**src/hdl/tbsa_pkg.sv**
```systemverilog
// Shared types, constants and helpers for the tiered bitmap slab allocator.
// No dependencies; every other file uses this package.
`timescale 1ns / 1ps

package tbsa_pkg;

  localparam int unsigned NUM_TIERS = 4;
  localparam int unsigned ADDR_W    = 32;
  localparam int unsigned SIZE_W    = 16;
  localparam int unsigned SLOT_W    = 4;
  localparam int unsigned TIER_W    = 2;
  localparam int unsigned STATUS_W  = 3;
  localparam int unsigned CFG_IDX_W = 8;

  // Slots per pool
  localparam int unsigned SLOTS_TINY   = 16;
  localparam int unsigned SLOTS_SMALL  = 16;
  localparam int unsigned SLOTS_MEDIUM = 16;
  localparam int unsigned SLOTS_LARGE  = 16;

  function automatic int unsigned clamp_slots(int unsigned n);
    if (n < 1) return 1;
    if (n > 32) return 32;
    return n;
  endfunction

  localparam int unsigned TIER_SLOTS [NUM_TIERS] = '{
    clamp_slots(SLOTS_TINY), clamp_slots(SLOTS_SMALL),
    clamp_slots(SLOTS_MEDIUM), clamp_slots(SLOTS_LARGE)
  };

  function automatic int unsigned max_slots();
    int unsigned m;
    m = 1;
    for (int t = 0; t < NUM_TIERS; t++) begin
      if (TIER_SLOTS[t] > m) m = TIER_SLOTS[t];
    end
    return m;
  endfunction

  localparam int unsigned MAX_SLOTS = max_slots();
  localparam int unsigned IDX_W     = (MAX_SLOTS > 1) ? $clog2(MAX_SLOTS) : 1;

  // log2 of slot size: 32, 128, 512, 2048 bytes
  localparam int unsigned TIER_SHIFT [NUM_TIERS] = '{5, 7, 9, 11};

  localparam logic [SIZE_W-1:0] SIZE_TINY   = 16'd32;
  localparam logic [SIZE_W-1:0] SIZE_SMALL  = 16'd128;
  localparam logic [SIZE_W-1:0] SIZE_MEDIUM = 16'd512;
  localparam logic [SIZE_W-1:0] SIZE_LARGE  = 16'd2048;

  localparam logic [ADDR_W-1:0] BASE_RESET [NUM_TIERS] = '{
    32'd0, 32'd4096, 32'd8192, 32'd16384
  };

  typedef enum logic {
    CMD_ALLOC = 1'b0,
    CMD_FREE  = 1'b1
  } cmd_e;

  typedef enum logic [STATUS_W-1:0] {
    ST_ALLOCATED = 3'd0,
    ST_FREED     = 3'd1,
    ST_FULL      = 3'd2,
    ST_BAD_SIZE  = 3'd3,
    ST_NOT_SLOT  = 3'd4
  } status_e;

  typedef enum logic [CFG_IDX_W-1:0] {
    REG_BASE_TINY   = 8'd0,
    REG_BASE_SMALL  = 8'd1,
    REG_BASE_MEDIUM = 8'd2,
    REG_BASE_LARGE  = 8'd3
  } reg_e;

  typedef logic [TIER_W-1:0]                    tier_t;
  typedef logic [MAX_SLOTS-1:0]                 map_t;
  typedef logic [NUM_TIERS-1:0][MAX_SLOTS-1:0]  maps_t;
  typedef logic [NUM_TIERS-1:0][ADDR_W-1:0]     bases_t;

  typedef struct packed {
    cmd_e              cmd;
    logic [SIZE_W-1:0] alloc_size;
    logic [ADDR_W-1:0] free_address;
  } req_t;

  typedef struct packed {
    status_e           status;
    logic [ADDR_W-1:0] address;
    tier_t             tier;
    logic [SLOT_W-1:0] slot_index;
  } rsp_t;

  // Bits of a pool bitmap that correspond to real slots
  function automatic map_t tier_mask(int unsigned t);
    map_t m;
    for (int i = 0; i < MAX_SLOTS; i++) m[i] = (i < TIER_SLOTS[t]);
    return m;
  endfunction

  // Low four bits of a slot index
  function automatic logic [SLOT_W-1:0] slot4(logic [IDX_W-1:0] idx);
    logic [IDX_W+SLOT_W-1:0] ext;
    ext = {{SLOT_W{1'b0}}, idx};
    return ext[SLOT_W-1:0];
  endfunction

endpackage

```
**src/hdl/tbsa_if.sv**
```systemverilog
// Valid/ready channel interfaces: request, response and register write.
// Depends on tbsa_pkg for payload types.
`timescale 1ns / 1ps

interface tbsa_req_if;
  logic                             valid;
  logic                             ready;
  tbsa_pkg::cmd_e                   cmd;
  logic [tbsa_pkg::SIZE_W-1:0]      alloc_size;
  logic [tbsa_pkg::ADDR_W-1:0]      free_address;
  modport source(output valid, cmd, alloc_size, free_address, input ready);
  modport sink(input valid, cmd, alloc_size, free_address, output ready);
endinterface

interface tbsa_rsp_if;
  logic                             valid;
  logic                             ready;
  tbsa_pkg::status_e                status;
  logic [tbsa_pkg::ADDR_W-1:0]      address;
  tbsa_pkg::tier_t                  tier;
  logic [tbsa_pkg::SLOT_W-1:0]      slot_index;
  modport source(output valid, status, address, tier, slot_index, input ready);
  modport sink(input valid, status, address, tier, slot_index, output ready);
endinterface

interface tbsa_cfg_if;
  logic                             valid;
  logic                             ready;
  logic [tbsa_pkg::CFG_IDX_W-1:0]   index;
  logic [tbsa_pkg::ADDR_W-1:0]      data;
  modport source(output valid, index, data, input ready);
  modport sink(input valid, index, data, output ready);
endinterface

```
**src/hdl/tbsa_core.sv**
```systemverilog
// Combinational allocate/free decision for one request against the bitmaps.
// Depends on tbsa_pkg.
`timescale 1ns / 1ps

module tbsa_core (
  input  tbsa_pkg::req_t   req_i,
  input  tbsa_pkg::bases_t bases_i,
  input  tbsa_pkg::maps_t  maps_i,
  output tbsa_pkg::rsp_t   rsp_o,
  output tbsa_pkg::maps_t  maps_o
);
  import tbsa_pkg::*;

  logic [NUM_TIERS-1:0] found;
  logic [IDX_W-1:0]     idx_a [NUM_TIERS];
  logic [NUM_TIERS-1:0] in_rng;
  logic [NUM_TIERS-1:0] aligned;
  logic [IDX_W-1:0]     idx_f [NUM_TIERS];

  tier_t fit_tier;
  logic  bad_size;
  tier_t sel_a;
  logic  hit_a;
  tier_t sel_f;
  logic  hit_f;

  // Lowest free slot in every pool
  always_comb begin
    map_t open_bits;
    for (int t = 0; t < NUM_TIERS; t++) begin
      open_bits = ~maps_i[t] & tier_mask(t);
      found[t]  = |open_bits;
      idx_a[t]  = '0;
      for (int i = MAX_SLOTS - 1; i >= 0; i--) begin
        if (open_bits[i]) idx_a[t] = IDX_W'(i);
      end
    end
  end

  // Range and alignment of the free address against every pool
  always_comb begin
    logic [ADDR_W-1:0] off;
    logic [ADDR_W-1:0] shifted;
    for (int t = 0; t < NUM_TIERS; t++) begin
      off        = req_i.free_address - bases_i[t];
      shifted    = off >> TIER_SHIFT[t];
      in_rng[t]  = (req_i.free_address >= bases_i[t]) &&
                   (off < ADDR_W'(TIER_SLOTS[t] << TIER_SHIFT[t]));
      aligned[t] = (off & ((32'd1 << TIER_SHIFT[t]) - 32'd1)) == '0;
      idx_f[t]   = shifted[IDX_W-1:0];
    end
  end

  always_comb begin
    bad_size = (req_i.alloc_size == '0) || (req_i.alloc_size > SIZE_LARGE);
    if (req_i.alloc_size > SIZE_MEDIUM)     fit_tier = 2'd3;
    else if (req_i.alloc_size > SIZE_SMALL) fit_tier = 2'd2;
    else if (req_i.alloc_size > SIZE_TINY)  fit_tier = 2'd1;
    else                                    fit_tier = 2'd0;

    // fall back upward from the fitting tier
    sel_a = '0;
    hit_a = 1'b0;
    for (int t = NUM_TIERS - 1; t >= 0; t--) begin
      if (found[t] && (TIER_W'(t) >= fit_tier)) begin
        sel_a = TIER_W'(t);
        hit_a = 1'b1;
      end
    end

    // first pool holding the address wins, even if it is off a boundary
    sel_f = '0;
    hit_f = 1'b0;
    for (int t = NUM_TIERS - 1; t >= 0; t--) begin
      if (in_rng[t]) begin
        sel_f = TIER_W'(t);
        hit_f = 1'b1;
      end
    end
  end

  always_comb begin
    rsp_o  = '{status: ST_FULL, address: '0, tier: '0, slot_index: '0};
    maps_o = maps_i;
    if (req_i.cmd == CMD_ALLOC) begin
      if (bad_size) begin
        rsp_o.status = ST_BAD_SIZE;
      end else if (hit_a) begin
        rsp_o.status     = ST_ALLOCATED;
        rsp_o.address    = bases_i[sel_a] + (ADDR_W'(idx_a[sel_a]) << TIER_SHIFT[sel_a]);
        rsp_o.tier       = sel_a;
        rsp_o.slot_index = slot4(idx_a[sel_a]);
        maps_o[sel_a][idx_a[sel_a]] = 1'b1;
      end
    end else begin
      rsp_o.status = ST_NOT_SLOT;
      if (hit_f && aligned[sel_f]) begin
        rsp_o.status     = ST_FREED;
        rsp_o.tier       = sel_f;
        rsp_o.slot_index = slot4(idx_f[sel_f]);
        maps_o[sel_f][idx_f[sel_f]] = 1'b0;
      end
    end
  end

endmodule

```
**src/hdl/tiered_bitmap_slab_allocator_unit.sv**
```systemverilog
// Top level of the tiered bitmap slab allocator: channel handshake,
// base registers, pool bitmaps. Depends on tbsa_pkg, tbsa_if, tbsa_core.
`timescale 1ns / 1ps

// Four pools of 32/128/512/2048-byte slots, one used bitmap each. Every
// request item yields exactly one response item. One item is accepted per
// cycle while the response side is not stalled; a request passes the input
// register, then the decision logic and result register. The bitmaps are
// read, modified and written back at the same edge the result is registered,
// so a request always sees the effect of the one before it. Bitmaps come out
// of reset all free at once; no clearing pass is needed. Base registers may
// be written through the register channel only while no request is in
// flight; writes to indexes past the large pool are accepted and ignored.
module tiered_bitmap_slab_allocator_unit (
  input logic       clk_i,
  input logic       rst_ni,
  tbsa_req_if.sink   req_i,
  tbsa_rsp_if.source rsp_o,
  tbsa_cfg_if.sink   cfg_i
);
  import tbsa_pkg::*;

  logic   in_valid_q, in_valid_d;
  logic   out_valid_q, out_valid_d;
  req_t   req_q;
  rsp_t   rsp_q;
  bases_t bases_q;
  maps_t  used_q;
  maps_t  used_d;
  rsp_t   core_rsp;
  logic   advance;
  logic   accept;

  tbsa_core u_core (
    .req_i  (req_q),
    .bases_i(bases_q),
    .maps_i (used_q),
    .rsp_o  (core_rsp),
    .maps_o (used_d)
  );

  assign advance     = in_valid_q && (!out_valid_q || rsp_o.ready);
  assign req_i.ready = !in_valid_q || advance;
  assign accept      = req_i.valid && req_i.ready;
  assign cfg_i.ready = 1'b1;

  always_comb begin
    in_valid_d = in_valid_q;
    if (accept)       in_valid_d = 1'b1;
    else if (advance) in_valid_d = 1'b0;
    out_valid_d = out_valid_q;
    if (advance)          out_valid_d = 1'b1;
    else if (rsp_o.ready) out_valid_d = 1'b0;
  end

  always_ff @(posedge clk_i or negedge rst_ni) begin
    if (!rst_ni) begin
      in_valid_q  <= 1'b0;
      out_valid_q <= 1'b0;
      used_q      <= '0;
      for (int t = 0; t < NUM_TIERS; t++) bases_q[t] <= BASE_RESET[t];
    end else begin
      in_valid_q  <= in_valid_d;
      out_valid_q <= out_valid_d;
      if (advance) used_q <= used_d;
      if (cfg_i.valid) begin
        case (cfg_i.index)
          REG_BASE_TINY:   bases_q[0] <= cfg_i.data;
          REG_BASE_SMALL:  bases_q[1] <= cfg_i.data;
          REG_BASE_MEDIUM: bases_q[2] <= cfg_i.data;
          REG_BASE_LARGE:  bases_q[3] <= cfg_i.data;
          default: ;
        endcase
      end
    end
  end

  always_ff @(posedge clk_i) begin
    if (accept) begin
      req_q.cmd          <= req_i.cmd;
      req_q.alloc_size   <= req_i.alloc_size;
      req_q.free_address <= req_i.free_address;
    end
    if (advance) rsp_q <= core_rsp;
  end

  assign rsp_o.valid      = out_valid_q;
  assign rsp_o.status     = rsp_q.status;
  assign rsp_o.address    = rsp_q.address;
  assign rsp_o.tier       = rsp_q.tier;
  assign rsp_o.slot_index = rsp_q.slot_index;

  // A successful allocate takes exactly one slot
  a_alloc_one: assert property (@(posedge clk_i) disable iff (!rst_ni)
    (advance && core_rsp.status == ST_ALLOCATED) |=>
      ($countones(used_q) == $past($countones(used_q)) + 1))
    else $error("allocate did not take exactly one slot");

  // Failures leave every bitmap untouched
  a_fail_stable: assert property (@(posedge clk_i) disable iff (!rst_ni)
    (advance && (core_rsp.status == ST_FULL || core_rsp.status == ST_BAD_SIZE ||
                 core_rsp.status == ST_NOT_SLOT)) |=> $stable(used_q))
    else $error("failed request changed a bitmap");

  // Bits past a pool's slot count never get set
  a_no_phantom: assert property (@(posedge clk_i) disable iff (!rst_ni)
    ((used_q[0] & ~tier_mask(0)) == '0) && ((used_q[1] & ~tier_mask(1)) == '0) &&
    ((used_q[2] & ~tier_mask(2)) == '0) && ((used_q[3] & ~tier_mask(3)) == '0))
    else $error("bitmap bit set beyond slot count");

  // A held request is not overwritten
  a_in_hold: assert property (@(posedge clk_i) disable iff (!rst_ni)
    (in_valid_q && !advance) |=> (in_valid_q && $stable(req_q)))
    else $error("pending request lost or overwritten");

  // Address is zero unless a slot was allocated
  a_addr_zero: assert property (@(posedge clk_i) disable iff (!rst_ni)
    (out_valid_q && rsp_q.status != ST_ALLOCATED) |-> (rsp_q.address == '0))
    else $error("nonzero address on a non-allocate response");

endmodule

```
**src/flat_wrapper.sv**
```systemverilog
// flat-port wrapper written by rule: the top's interface ports become plain ports
module tiered_bitmap_slab_allocator_unit_flat import tbsa_pkg::*;
  (clk_i, rst_ni, req_i_valid, req_i_cmd, req_i_alloc_size, req_i_free_address, req_i_ready, rsp_o_valid, rsp_o_status, rsp_o_address, rsp_o_tier, rsp_o_slot_index, rsp_o_ready, cfg_i_valid, cfg_i_index, cfg_i_data, cfg_i_ready);
  tbsa_req_if req_i_i ();
  tbsa_rsp_if rsp_o_i ();
  tbsa_cfg_if cfg_i_i ();
  input logic clk_i;
  input logic rst_ni;
  input wire logic [$bits(req_i_i.valid)-1:0] req_i_valid;
  input wire logic [$bits(req_i_i.cmd)-1:0] req_i_cmd;
  input wire logic [$bits(req_i_i.alloc_size)-1:0] req_i_alloc_size;
  input wire logic [$bits(req_i_i.free_address)-1:0] req_i_free_address;
  output wire logic [$bits(req_i_i.ready)-1:0] req_i_ready;
  output wire logic [$bits(rsp_o_i.valid)-1:0] rsp_o_valid;
  output wire logic [$bits(rsp_o_i.status)-1:0] rsp_o_status;
  output wire logic [$bits(rsp_o_i.address)-1:0] rsp_o_address;
  output wire logic [$bits(rsp_o_i.tier)-1:0] rsp_o_tier;
  output wire logic [$bits(rsp_o_i.slot_index)-1:0] rsp_o_slot_index;
  input wire logic [$bits(rsp_o_i.ready)-1:0] rsp_o_ready;
  input wire logic [$bits(cfg_i_i.valid)-1:0] cfg_i_valid;
  input wire logic [$bits(cfg_i_i.index)-1:0] cfg_i_index;
  input wire logic [$bits(cfg_i_i.data)-1:0] cfg_i_data;
  output wire logic [$bits(cfg_i_i.ready)-1:0] cfg_i_ready;
  assign req_i_i.valid = req_i_valid;
  assign req_i_i.cmd = req_i_cmd;
  assign req_i_i.alloc_size = req_i_alloc_size;
  assign req_i_i.free_address = req_i_free_address;
  assign req_i_ready = req_i_i.ready;
  assign rsp_o_valid = rsp_o_i.valid;
  assign rsp_o_status = rsp_o_i.status;
  assign rsp_o_address = rsp_o_i.address;
  assign rsp_o_tier = rsp_o_i.tier;
  assign rsp_o_slot_index = rsp_o_i.slot_index;
  assign rsp_o_i.ready = rsp_o_ready;
  assign cfg_i_i.valid = cfg_i_valid;
  assign cfg_i_i.index = cfg_i_index;
  assign cfg_i_i.data = cfg_i_data;
  assign cfg_i_ready = cfg_i_i.ready;
  tiered_bitmap_slab_allocator_unit u_core (.clk_i(clk_i), .rst_ni(rst_ni), .req_i(req_i_i), .rsp_o(rsp_o_i), .cfg_i(cfg_i_i));
endmodule
```
**config.mk**
```make
export PLATFORM = sky130hd
export DESIGN_NAME = tiered_bitmap_slab_allocator_unit_flat
export DESIGN_NICKNAME = d
export VERILOG_FILES = /design/src/hdl/tbsa_pkg.sv /design/src/hdl/tbsa_if.sv /design/src/hdl/tbsa_core.sv /design/src/hdl/tiered_bitmap_slab_allocator_unit.sv /design/src/flat_wrapper.sv
export SDC_FILE = /design/constraint.sdc
export NUM_CORES = 1
export LEC_CHECK = 0
export BUFFER_PORTS_ARGS = -buffer_cell sky130_fd_sc_hd__buf_2
export CAP_MARGIN = 20
export CELL_PAD_IN_SITES_DETAIL_PLACEMENT = 0
export CELL_PAD_IN_SITES_GLOBAL_PLACEMENT = 1
export CORE_MARGIN = 2
export CORE_UTILIZATION = 30
export CTS_CLUSTER_SIZE = 30
export DETAILED_ROUTE_END_ITERATION = 7
export PLACE_DENSITY = 0.64
export SKIP_CTS_REPAIR_TIMING = 1
export SYNTH_ARGS = -nofsm -noshare
export SYNTH_HDL_FRONTEND = slang
export SYNTH_SLANG_ARGS = --single-unit
```
**constraint.sdc**
```tcl
create_clock -name clk_i -period 10.6 [get_ports clk_i]
set_input_delay 0 -clock clk_i [delete_from_list [all_inputs] [get_ports clk_i]]
set_output_delay 0 -clock clk_i [all_outputs]
set_load 0.05 [all_outputs]
```
==> flow_metrics.env <==
export IMPL_antenna_found_initial=0
export IMPL_fin_util_pct=35.5
export IMPL_hpwl_um=73400
export IMPL_drc=0
export IMPL_vias=21800
export IMPL_yosys_area_top_type="dfrtp_1"
export IMPL_clkLatencyLatePin_ns=0.59
export IMPL_chipWidth_um=278
export IMPL_viasPerCell=5.76
export IMPL_io_pins=138
export IMPL_clockBufferDepth=3
export IMPL_r2r_end="u_core.rsp_o.address[27]"
export IMPL_std_cell_rows=100
export IMPL_worstMarginPinSlew_ns=1.06
export IMPL_synth_fa_ha_area_share_pct=8.10
export IMPL_fin_cells=3780
export IMPL_globalRouteTotalUtil_pct=23.1
export IMPL_async_flop_share_pct=68.3
export IMPL_powerDensity_mw_per_mm2=138
export IMPL_max_freq_ghz=0.156
export IMPL_clk_pin_slew_ns=0.06
export IMPL_yosys_area_share_simple_pct=19.7
export IMPL_worst_ep_arrival_time_ns=6.76
export IMPL_synth_mux_area_share_pct=6.38
export IMPL_coreArea_mm2=0.0743
export IMPL_synth_top_area_share_pct=21.2
export IMPL_firstDrtPassIters=6
export IMPL_final_period_utilization_pct=60.7
export IMPL_die_area_mm2=0.0772
export IMPL_cts_sinks=284
export IMPL_hold_violations=12
export IMPL_synth_top_family_by_area="compound AO/OA/AOI/OAI gates"
export IMPL_irDropWorstVdd_mv=0.105
export IMPL_cts_made_buffers=39
export IMPL_reg2reg_from="u_core.req_q[35]"
export IMPL_p_leak_nw=10.8
export IMPL_htree_levels=2
export IMPL_crit_type="reg2reg"
export IMPL_totalNegativeSetupSlack_ns=0
export IMPL_timing_slew_headroom_pct=28.5
export IMPL_finalWorstPathRequiredPeriod_ns=6.43
export IMPL_maxCapViolations=0
export IMPL_first_global_vias=21000
export IMPL_drt_wl_total_um=92200
export IMPL_rrSetupSlack_ns=4.17
export IMPL_synth_most_common_cell="a21oi_1"
export IMPL_grt_overflow=0
export IMPL_finalMaxSlewViolations=0
export IMPL_fin_skew_ns=0.0305
export IMPL_synth_edf_count=90
export IMPL_ys_seq_area_share_pct=33.6
export IMPL_violations="hold timing"
export IMPL_synthCells=2583
export IMPL_cp_max_fo=11
export IMPL_initial_utilization_pct=30.3
export IMPL_ys_flop_type="dfrtp_1"
export IMPL_diodes=0
export IMPL_gp_congestion=0.946
export IMPL_reg2regPathDepth=20
export IMPL_synth_top_cells_by_count="a21oi_1 (248), nor2_1 (195), dfrtp_1 (191), nand2_1 (189), inv_1 (188)"
export IMPL_synth_cell_area_mm2=0.0225
export IMPL_hold_path_class="in2async"
export IMPL_grt_pass1_wl_um=135000
export IMPL_yosysUniqueCellTypes=108
export IMPL_whs_ns=-0.0143
export IMPL_io_buffers=136
export IMPL_die_h_um=278
export IMPL_yosys_warnings=0
export IMPL_ant_nets=0
export IMPL_finalPower_w=0.00363
export IMPL_tritoncts="built"
export IMPL_nets=3022
export IMPL_setup_violations=0
export IMPL_required_ns=10.93
export IMPL_end_kind="flop"
export IMPL_cp_start_kind="flop"
export IMPL_wl_per_cell_um=24.4
export IMPL_synth_compound_area_share_pct=24.1
export IMPL_place_inst=3622
export IMPL_grt_start_max_net_pins=79
export IMPL_ys_ff_latch=284
export IMPL_rsz0062_at_grt="false"
export IMPL_drtIter0Drc=1628
export IMPL_area_growth_pct=17.2
export IMPL_outcome="complete, but fails checks"
export IMPL_synthTopCellsByArea="dfrtp_1 (21%), edfxtp_1 (12%), ha_1 (8.0%), a21oi_1 (5.5%), mux2_2 (5.3%)"
export IMPL_synth_xor_area_share_pct=2.96
export IMPL_postSynthAreaPerCell_um2=8.71
export IMPL_cts_root_buf="clkbuf_16"
export IMPL_final_layout_size_suffix_gt1_share_pct=14.9
power by group:
part	switching [W]	internal (W)
clock network	0.000540	0.000777
logic	0.000699	0.000354
registers	0.0000601	0.00120
total	0.00130	0.00233
layer usage:
metal	wire, µm	global-route usage [%]	up-vias	part of all wire, %
met5	0	0	-	0
met4	2760	7.19	0	3.0
met3	4880	3.21	130	5.3
met2	43800	39.1	688	48
met1	40700	30.5	10900	44
li1	-	-	10100	-
critical path: stages (launching register included):
cell and delay [ns]:
edfxtp_1 0.35, or4_1 0.59, o41ai_1 0.42, and3_1 0.40, nor2_1 0.11, o21ai_1 0.69
mux2_2 0.41, o21ai_0 0.34, inv_1 0.14, mux2i_1 0.24, nor2_1 0.07, ha_1 0.33
a21boi_0 0.36, o2111ai_1 0.18, a31oi_1 0.29, a31oi_1 0.20, o21bai_1 0.17, a21oi_1 0.23
nor4_1 0.40, xor2_1 0.18, nor2_1 0.05
worst max path at each step:
stage,slack (ns),end,startpoint
detailed placement,4.22,u_core.rsp_o.address[31],u_core.req_q[35]
CTS,4.19,u_core.rsp_o.address[31],u_core.req_q[35]
global placement,4.33,u_core.rsp_o.address[29],u_core.req_q[35]
global route,3.50,u_core.rsp_o.address[27],u_core.req_q[40]
finish,4.17,u_core.rsp_o.address[27],u_core.req_q[35]
floorplan,5.16,u_core.rsp_o.address[27],u_core.req_q[47]
flip-flops by register name, indices dropped and copies added (netlist names):
| name | cells |
|---|---|
| u_core.bases_q | 128 |
| u_core.rsp_o.status | 3 |
| u_core.in_valid_q | 1 |
| u_core.rsp_o.slot_index | 4 |
| u_core.used_q | 64 |
| u_core.rsp_o.valid | 1 |
| u_core.req_q | 49 |
| u_core.rsp_o.address | 32 |
| u_core.rsp_o.tier | 2 |
logic make-up (layout without fill, tap and decap cells):
group,after synthesis,in the layout
AO/OA/AOI/OAI,823,823
XOR/XNOR,76,76
flip-flops,284,284
adder cells (fa/ha/maj),145,145
other,2,8
AND/OR/NAND/NOR,840,840
multiplexers,129,129
buffers and inverters,284,506
per-stage QoR:
stage | area, µm² | setup WS, ns | hold WS (ns)
5_1_grt | 26400 | 3.50 | 0.0130
3_5_place_dp | 24200 | 4.22 | 0.0563
2_1_floorplan | 22500 | 5.16 | -0.296
3_3_place_gp | 24200 | 4.33 | 0.0495
4_1_cts | 25500 | 4.19 | -0.577
6_report | 26400 | 4.17 | -0.0143
layout by cell type, fill, tap and decap left out, types with 26 or more instances in the layout:
master / netlist / final
buf_2: 19 / 135
ha_1: 144 / 144
nand4_1: 59 / 59
nand2b_1: 37 / 37
edfxtp_1: 90 / 90
xor2_1: 38 / 38
dlygate4sd3_1: 0 / 85
a21oi_1: 248 / 248
o21ai_0: 143 / 143
buf_4: 2 / 26
o22ai_1: 34 / 34
a21o_1: 49 / 49
inv_1: 188 / 188
nor4_1: 30 / 29
dfrtp_1: 191 / 191
nor3_1: 62 / 62
xnor2_1: 38 / 38
nor2_1: 195 / 195
nand3_1: 67 / 66
mux2_2: 106 / 106
nand2_1: 189 / 189
a31oi_1: 36 / 36
clkbuf_16: 0 / 40
layout make-up:
| type | count | area (µm²) |
|---|---|---|
| repair buffers | 249 | 1770 |
| clock inverters | 21 | 228 |
| well taps | 969 | 1210 |
| multi-input cells | 2021 | 13800 |
| flip-flops and latches | 284 | 7560 |
| inverters | 188 | 706 |
| clock buffers | 48 | 1040 |
| fillers | 7733 | 48000 |
Power figures use the tool's default switching activity.
